## config.mk

```make
export PLATFORM = sky130hd
export DESIGN_NAME = tshlc_queue
export DESIGN_NICKNAME = d
export VERILOG_FILES = /design/src/rtl/core/tshlc_pkg.sv /design/src/rtl/core/tshlc_queue.sv
export SDC_FILE = /design/constraint.sdc
export NUM_CORES = 1
export LEC_CHECK = 0
export ABC_AREA = 1
export ABC_CLOCK_PERIOD_IN_PS = 2100
export BUFFER_PORTS_ARGS = -buffer_cell sky130_fd_sc_hd__buf_4
export CORE_MARGIN = 5
export CORE_UTILIZATION = 56
export CTS_CLUSTER_SIZE = 20
export DETAILED_ROUTE_END_ITERATION = 8
export PLACE_DENSITY = 0.86
export REMOVE_ABC_BUFFERS = 1
export SLEW_MARGIN = 5
export SYNTH_ARGS = -nofsm -noshare
export SYNTH_HDL_FRONTEND = slang
export SYNTH_SLANG_ARGS = --single-unit
export TNS_END_PERCENT = 30
```

## constraint.sdc

```tcl
create_clock -name clock -period 2.1 [get_ports clock]
set_input_delay 0.21 -clock clock [delete_from_list [all_inputs] [get_ports clock]]
set_output_delay 0.21 -clock clock [all_outputs]
set_load 0.01 [all_outputs]
```

## src/rtl/core/tshlc_pkg.sv

```systemverilog
package tshlc_pkg;

   // register map
   localparam int RULE_REGS  = 4;
   localparam int RULE_W     = 54;
   localparam int GRID_W     = 11;
   localparam int MATCH_W    = 2;
   localparam int COUNT_W    = 3;
   localparam int SCALE_W    = 16;
   localparam int CSR_IDX_W  = 3;
   localparam int CSR_DATA_W = 54;

   localparam logic [CSR_IDX_W-1:0] REG_LAYER0 = 3'd0;
   localparam logic [CSR_IDX_W-1:0] REG_LAYER1 = 3'd1;
   localparam logic [CSR_IDX_W-1:0] REG_LAYER2 = 3'd2;
   localparam logic [CSR_IDX_W-1:0] REG_LAYER3 = 3'd3;
   localparam logic [CSR_IDX_W-1:0] REG_GRID   = 3'd4;
   localparam logic [CSR_IDX_W-1:0] REG_MATCH  = 3'd5;
   localparam logic [CSR_IDX_W-1:0] REG_COUNT  = 3'd6;
   localparam logic [CSR_IDX_W-1:0] REG_SCALE  = 3'd7;

   // rule field layout
   localparam int RULE_HEIGHT_W = 16;
   localparam int SLOPE_W       = 7;
   localparam int PRIO_W        = 8;
   localparam int RULE_MIN_LSB  = 0;
   localparam int RULE_MAX_LSB  = 16;
   localparam int RULE_SLO_LSB  = 32;
   localparam int RULE_SHI_LSB  = 39;
   localparam int RULE_PRI_LSB  = 46;

   localparam logic [SLOPE_W-1:0] SLOPE_RIGHT = 7'd90;
   localparam logic [SLOPE_W-1:0] SLOPE_ZERO  = 7'd0;
   localparam logic [SLOPE_W-1:0] SLOPE_45    = 7'd45;

   localparam logic [MATCH_W-1:0] MATCH_RESET = 2'd3;
   localparam logic [SCALE_W-1:0] SCALE_RESET = 16'd256;
   localparam int MATCH_HEIGHT_BIT = 0;
   localparam int MATCH_SLOPE_BIT  = 1;

   // input modes
   localparam logic MODE_SAMPLE = 1'b0;
   localparam logic MODE_FLUSH  = 1'b1;

   localparam int LAYER_IDX_W  = 2;
   localparam int TAN_W        = 14;
   localparam int QUEUE_DEPTH  = 8;
   localparam int QUEUE_PTR_W  = 3;
   localparam int QUEUE_CNT_W  = 4;
   localparam int PEND_W       = 3;

   typedef struct packed {
      logic [RULE_REGS-1:0][RULE_W-1:0] rules;
      logic [MATCH_W-1:0]               match_mode;
      logic [COUNT_W-1:0]               layer_count;
      logic [SCALE_W-1:0]               scale;
   } cfg_type;

   typedef struct packed {
      logic [LAYER_IDX_W-1:0] layer_index;
      logic                   painted;
      logic                   frame_end;
   } result_type;

   // floor(256 * tan(d degrees)) for whole degrees below 90
   function automatic logic [TAN_W-1:0] tan_q8(input logic [SLOPE_W-1:0] d);
      logic [TAN_W-1:0] t;
      unique case (d)
         7'd0: t = 14'd0;     7'd1: t = 14'd4;     7'd2: t = 14'd8;
         7'd3: t = 14'd13;    7'd4: t = 14'd17;    7'd5: t = 14'd22;
         7'd6: t = 14'd26;    7'd7: t = 14'd31;    7'd8: t = 14'd35;
         7'd9: t = 14'd40;    7'd10: t = 14'd45;   7'd11: t = 14'd49;
         7'd12: t = 14'd54;   7'd13: t = 14'd59;   7'd14: t = 14'd63;
         7'd15: t = 14'd68;   7'd16: t = 14'd73;   7'd17: t = 14'd78;
         7'd18: t = 14'd83;   7'd19: t = 14'd88;   7'd20: t = 14'd93;
         7'd21: t = 14'd98;   7'd22: t = 14'd103;  7'd23: t = 14'd108;
         7'd24: t = 14'd113;  7'd25: t = 14'd119;  7'd26: t = 14'd124;
         7'd27: t = 14'd130;  7'd28: t = 14'd136;  7'd29: t = 14'd141;
         7'd30: t = 14'd147;  7'd31: t = 14'd153;  7'd32: t = 14'd159;
         7'd33: t = 14'd166;  7'd34: t = 14'd172;  7'd35: t = 14'd179;
         7'd36: t = 14'd185;  7'd37: t = 14'd192;  7'd38: t = 14'd200;
         7'd39: t = 14'd207;  7'd40: t = 14'd214;  7'd41: t = 14'd222;
         7'd42: t = 14'd230;  7'd43: t = 14'd238;  7'd44: t = 14'd247;
         7'd45: t = 14'd256;  7'd46: t = 14'd265;  7'd47: t = 14'd274;
         7'd48: t = 14'd284;  7'd49: t = 14'd294;  7'd50: t = 14'd305;
         7'd51: t = 14'd316;  7'd52: t = 14'd327;  7'd53: t = 14'd339;
         7'd54: t = 14'd352;  7'd55: t = 14'd365;  7'd56: t = 14'd379;
         7'd57: t = 14'd394;  7'd58: t = 14'd409;  7'd59: t = 14'd426;
         7'd60: t = 14'd443;  7'd61: t = 14'd461;  7'd62: t = 14'd481;
         7'd63: t = 14'd502;  7'd64: t = 14'd524;  7'd65: t = 14'd548;
         7'd66: t = 14'd574;  7'd67: t = 14'd603;  7'd68: t = 14'd633;
         7'd69: t = 14'd666;  7'd70: t = 14'd703;  7'd71: t = 14'd743;
         7'd72: t = 14'd787;  7'd73: t = 14'd837;  7'd74: t = 14'd892;
         7'd75: t = 14'd955;  7'd76: t = 14'd1026; 7'd77: t = 14'd1108;
         7'd78: t = 14'd1204; 7'd79: t = 14'd1317; 7'd80: t = 14'd1451;
         7'd81: t = 14'd1616; 7'd82: t = 14'd1821; 7'd83: t = 14'd2084;
         7'd84: t = 14'd2435; 7'd85: t = 14'd2926; 7'd86: t = 14'd3660;
         7'd87: t = 14'd4884; 7'd88: t = 14'd7330; 7'd89: t = 14'd14666;
         default: t = '0;
      endcase
      return t;
   endfunction

endpackage

```

## src/rtl/core/tshlc_queue.sv

```systemverilog
module tshlc_queue
   import tshlc_pkg::*;
(
   input  logic                   clock,
   input  logic                   reset,
   input  logic                   wr_valid,
   input  result_type             wr_data,
   output logic                   rd_valid,
   output result_type             rd_data,
   input  logic                   rd_take,
   output logic [QUEUE_CNT_W-1:0] count
);

   result_type                 slot_ff [QUEUE_DEPTH];
   logic [QUEUE_PTR_W-1:0]     wp_ff, rp_ff;
   logic [QUEUE_CNT_W-1:0]     cnt_ff, cnt_in;
   logic                       pop;

   assign rd_valid = cnt_ff != '0;
   assign rd_data  = slot_ff[rp_ff];
   assign pop      = rd_valid && rd_take;
   assign count    = cnt_ff;

   always_comb begin
      cnt_in = cnt_ff + QUEUE_CNT_W'(wr_valid) - QUEUE_CNT_W'(pop);
   end

   // hold results until the consumer takes them
   always_ff @(posedge clock) begin
      if (reset) begin
         wp_ff  <= '0;
         rp_ff  <= '0;
         cnt_ff <= '0;
      end else begin
         cnt_ff <= cnt_in;
         if (wr_valid) begin
            wp_ff <= wp_ff + QUEUE_PTR_W'(1);
         end
         if (pop) begin
            rp_ff <= rp_ff + QUEUE_PTR_W'(1);
         end
      end
   end

   always_ff @(posedge clock) begin
      if (wr_valid) begin
         slot_ff[wp_ff] <= wr_data;
      end
   end

endmodule

```

* Yosys cells after proc, flatten, opt, wreduce, memory -nomap -nowiden *
Memories as Yosys holds them, arrays and structs flattened. A register that Yosys moved wholly into a read port is not among the register bits.
Cells that the tools add are included.

storage, ports and cells
  flip-flop bits (word level) = 10
  bits in latches = 0
  memory bits (writable) = 32
  memory bits (read-only) = 0
  bits of input ports = 8
  output and inout port bits = 9
  memories = 1

cells by class
  $add $sub $neg = 4
  $mul = 0
  div/mod/pow operators = 0
  order comparisons = 0
  eq/ne operators = 0
  shifts and indexed selects = 0
  multiplexer cells = 4
  bitwise logic cells = 0
  reductions and logical operators = 2

memories
  memory   words  width  read ports  clocked after Yosys merged registers in  wr ports  line               text
  slot_ff  8      4      1           1                                        1         tshlc_queue.sv:14  result_type slot_ff [QUEUE_DEPTH];

operator list
  operator                                                        count
  3-bit by 1-bit adder with 3-bit output (second input constant)  2
  3-bit 2-to-1 mux                                                2
  4-bit by 1-bit adder with 4-bit output                          1
  4-bit nonzero test                                              1
  4-bit by 1-bit subtractor with 4-bit output                     1
  1-bit 2-to-1 mux                                                2
  1-bit logical AND                                               1

* Longest topological paths before layout *
  depth in word-level cells = 4
  mapped depth = 11
  mapped depth without buffers = 11

* Least setup slack after synthesis *
OpenSTA, ideal clock, no wires.

  path kind = register to register
  from = register cnt_ff[2], in the netlist count[2]
  to = register cnt_ff[2], in the netlist count[2]
  setup time = 0.114 ns
  arrival = 1.732 ns
  path slack = 0.253 ns
  cell stages (with the launch flop) = 11
  buffers on the path = 0
  period minus slack after synthesis = 1.847 ns
  cell sequence = dfxtp_1 -> inv_1 -> ha_1 -> nand3_2 -> nand3_1 -> o21ai_0 -> ha_1 -> inv_1 -> fa_1 -> xor2_1 -> nor2_1

between the ends
  cells in the longest elaborated chain, start to end = 3
  elaborated cells on any way between the ends = 4
  those cells by class = add/sub (2); reduce/logical (2)

RTL lines
  element                                      line               text
  start, declared                              tshlc_queue.sv:16  logic [QUEUE_CNT_W-1:0] cnt_ff, cnt_in;
  start signal, assigned                       tshlc_queue.sv:35  cnt_ff <= cnt_in;
  4-bit nonzero test                           tshlc_queue.sv:19  assign rd_valid = cnt_ff != '0;
  via rd_valid                                 tshlc_queue.sv:8   output logic rd_valid,
  1-bit logical AND                            tshlc_queue.sv:21  assign pop = rd_valid && rd_take;
  4-bit by 1-bit subtractor with 4-bit output  tshlc_queue.sv:25  cnt_in = cnt_ff + QUEUE_CNT_W'(wr_valid) - QUEUE_CNT_W'(pop);

The timed path passes the listed nets, and every way through them passes these cells.
A chain may end at the register's enable or synchronous reset.

* Final worst setup path *
  from = register cnt_ff[2], in the netlist count[2]
  to = register cnt_ff[2], in the netlist count[2]

between the ends
  cells in the longest elaborated chain, start to end = 3
  elaborated cells on any way between the ends = 4
  those cells by class = add/sub (2); reduce/logical (2)

RTL lines
  element                                                                                         line
  parallel branches: the longest is 2 deep, another holds 4-bit by 1-bit adder with 4-bit output  -
  4-bit by 1-bit subtractor with 4-bit output *                                                   tshlc_queue.sv:25

Mark *: on every way between the ends.

==> summary.txt <==
Floorplanning
  • Die ar.: 0.00496 mm2
  • Core footprint: 0.00361 mm2
  • Vert. Die Dim: 70.4 um
  • Die width: 70.4 um
  • Io pins: 17
  • FP Rows: 22
  • Initial Util: 56.7%

Synth
  • Count of cell types in the netlist: 20
  • Mapped Cells: 225
  • Sequential area share after synthesis: 59.8%
  • Synth warnings: 0
  • Seq cells post-synth: 45
  • Avg Synthesized Cell Area: 9.08 um2
  • Mapped cell area: 0.00204 mm2

Final layout
  • Nets: 260
  • Share of layout cells above drive strength 1: 17.1%
  • Final non-filler cell total: 294
  • Antenna Cells: 0
  • Area delta synth->final: 12.9%

Pwr
  • Worst vdd ir: 0.737 mV
  • Leak: 1.06 nW
  • Total Power: 2.47 mW
  • Cell Pwr Density: 1070 mW/mm2

Place
  • Number of buffers added on ports: 16
  • Post-Place Cells: 286
  • Worst slack, placed: 0.193 ns
  • Routability cong.: 0.835
  • Detail Placement HPWL: 2700 um

Timing
  • Clock Skew: 0.00940 ns
  • Worst rel slew slack: 70.4%
  • Final hold slack: 0.105 ns
  • Worst-margin pin slew: 0.442 ns
  • Final Slew Violations: 0
  • Final WS setup: 0.198 ns
  • RSZ-0062 raised after global routing: false
  • Setup violations, final: 0
  • Fmax: 0.526 GHz
  • Hold Fails Final Rpt: 0
  • Fin crit share: 90.6%
  • Final min period: 1.90 ns
  • Total Neg Setup Slack: 0 ns

Worst setup path
  • WP data required: 2.30 ns
  • CP Capture Type: flip-flop
  • WS Path Type: flip-flop to flip-flop
  • Crit Path Max Fanout: 8
  • Worst path arrival time: 2.10 ns
  • Critical Path Start Type: flip-flop

Clock network
  • Setup bufs post-CTS: 0
  • Sink Count: 45
  • TritonCTS buffer count: 5
  • Clock insertion delay at the later pin of the skew report: 0.30 ns
  • Clock buffer depth: 2
  • Root buffer cell: clkbuf_8
  • Worst-path clk slew: 0.08 ns
  • H-tree depth: 2
  • CTS tree: yes

Global route
  • GRT Total Usage: 16.5%
  • Global-route wire length before repair: 6250 um
  • Vias in the first global route: 1351
  • Largest net degree at the start of global routing: 17
  • Initial antenna violation count: 0
  • Gr ovfl total: 0

Drt
  • Total Wirelength: 3630 um
  • Via count: 1417
  • Antenna Violating Nets Remaining: 0
  • # DRC: 0
  • Starting DRT DRC Count: 59
  • WL/cell: 12.3 um
  • DRT Pass-1 Iters: 4
  • Via density: 4.82

Flow run
  • Max-cap violations: 0

Run status
  • Outcome: completed

Min path
  • Worst hold path type: primary input to flip-flop
[synthesized netlist by cell type]
cell type / instances / share of area [%]
buf_6: 2 / 1.1
o21ai_1: 2 / 0.49
inv_4: 1 / 0.31
clkinv_1: 3 / 0.55
inv_2: 16 / 2.9
buf_4: 1 / 0.37
or2_1: 2 / 0.61
buf_2: 1 / 0.24
xor2_1: 1 / 0.43
nor2_1: 19 / 3.5
fa_1: 1 / 0.98
a21oi_1: 7 / 1.7
nand3_1: 21 / 5.1
o21ai_0: 1 / 0.24
nand3_2: 1 / 0.49
edfxtp_1: 32 / 47
nand2_1: 66 / 12
dfxtp_1: 13 / 13
inv_1: 29 / 5.3
ha_1: 6 / 3.7
[per-layer routing]
| metal | part of all wire [%] | vias to the layer above | track usage (%) |
|---|---|---|---|
| met5 | 0 | - | 0 |
| met4 | 2.8 | 0 | 9.57 |
| met3 | 5.0 | 9 | 3.60 |
| met2 | 50 | 30 | 27.3 |
| met1 | 43 | 637 | 19.6 |
| li1 | - | 741 | - |
[per-stage QoR]
step | util, % | area (um2)
finish | 64.0 | 2310
detailed placement | 60.9 | 2200
CTS | 63.8 | 2300
global placement | 60.9 | 2200
floorplan | - | 2010
global route | 64.0 | 2310
[final timing paths]
path / slack (ns) / cells past startpoint / endpoint / start
worst max-delay path: 0.20 / 10 / count[2]$_SDFF_PP0_ / count[2]$_SDFF_PP0_
worst min-delay path: 0.10 / 2 / count[1]$_SDFF_PP0_ / reset
worst max register to register: 0.20 / 10 / count[2]$_SDFF_PP0_ / count[2]$_SDFF_PP0_
worst min register to register: 0.50 / 2 / wp_ff[0]$_SDFFE_PP0P_ / wp_ff[0]$_SDFFE_PP0P_
[area by class of cell]
| class | instances | area [um2] |
|---|---|---|
| Fill cell | 287 | 1300 |
| Inverter | 49 | 186 |
| Clock inverter | 2 | 33.8 |
| Multi-Input combinational cell | 127 | 606 |
| Sequential cell | 45 | 1220 |
| Clock buffer | 6 | 72.6 |
| Timing Repair Buffer | 17 | 128 |
| Tap cell | 48 | 60.1 |
[cells by family after synthesis]
group,share of synthesized area (%)
flip-flops,59.8
buffers and inverters,10.8
AO/OA/AOI/OAI,2.45
AND/OR/NAND/NOR,21.9
adder cells (fa/ha/maj),4.65
XOR/XNOR,0.429
[critical path, cell delays in order (launching register included)]
cell and delay (ns):
dfxtp_1 0.34, inv_1 0.06, ha_1 0.20, nand3_2 0.15, nand3_2 0.11, o21ai_0 0.11, ha_1 0.20, inv_1 0.05
fa_1 0.38, xor2_1 0.15, nor2_1 0.05
[layout by cell type, fill, tap and decap left out, types with 2 or more instances in the layout]
cell type  netlist  final
nand3_2          1      2
inv_2           16     16
a21oi_1          7      7
clkinv_1         3      4
nand3_1         21     20
dfxtp_1         13     13
clkbuf_8         0      5
o21ai_1          2      2
inv_1           29     29
edfxtp_1        32     32
buf_4            1     17
or2_1            2      2
nor2_1          19     19
ha_1             6      6
nand2_1         66     66
[registers in the layout, indices dropped and copies added (netlist names), named ones only]
signal / count
count: 4
rp_ff: 3
slot_ff: 32
wp_ff: 3
[report_power, final]
group	leakage, nW	internal (mW)	total (mW)	switching (mW)
logic	0.607	0.318	0.752	0.435
registers	0.398	1.02	1.10	0.0718
clock network	0.0528	0.351	0.621	0.270
total	1.06	1.69	2.47	0.777
[what timing repair did]
action / 4_1_cts / 5_1_grt
gates resized for setup: 0 / 1
hold buffers: 0 / 0
endpoints found under the setup margin: 0 / 1
(Power assumes the default switching activity.)
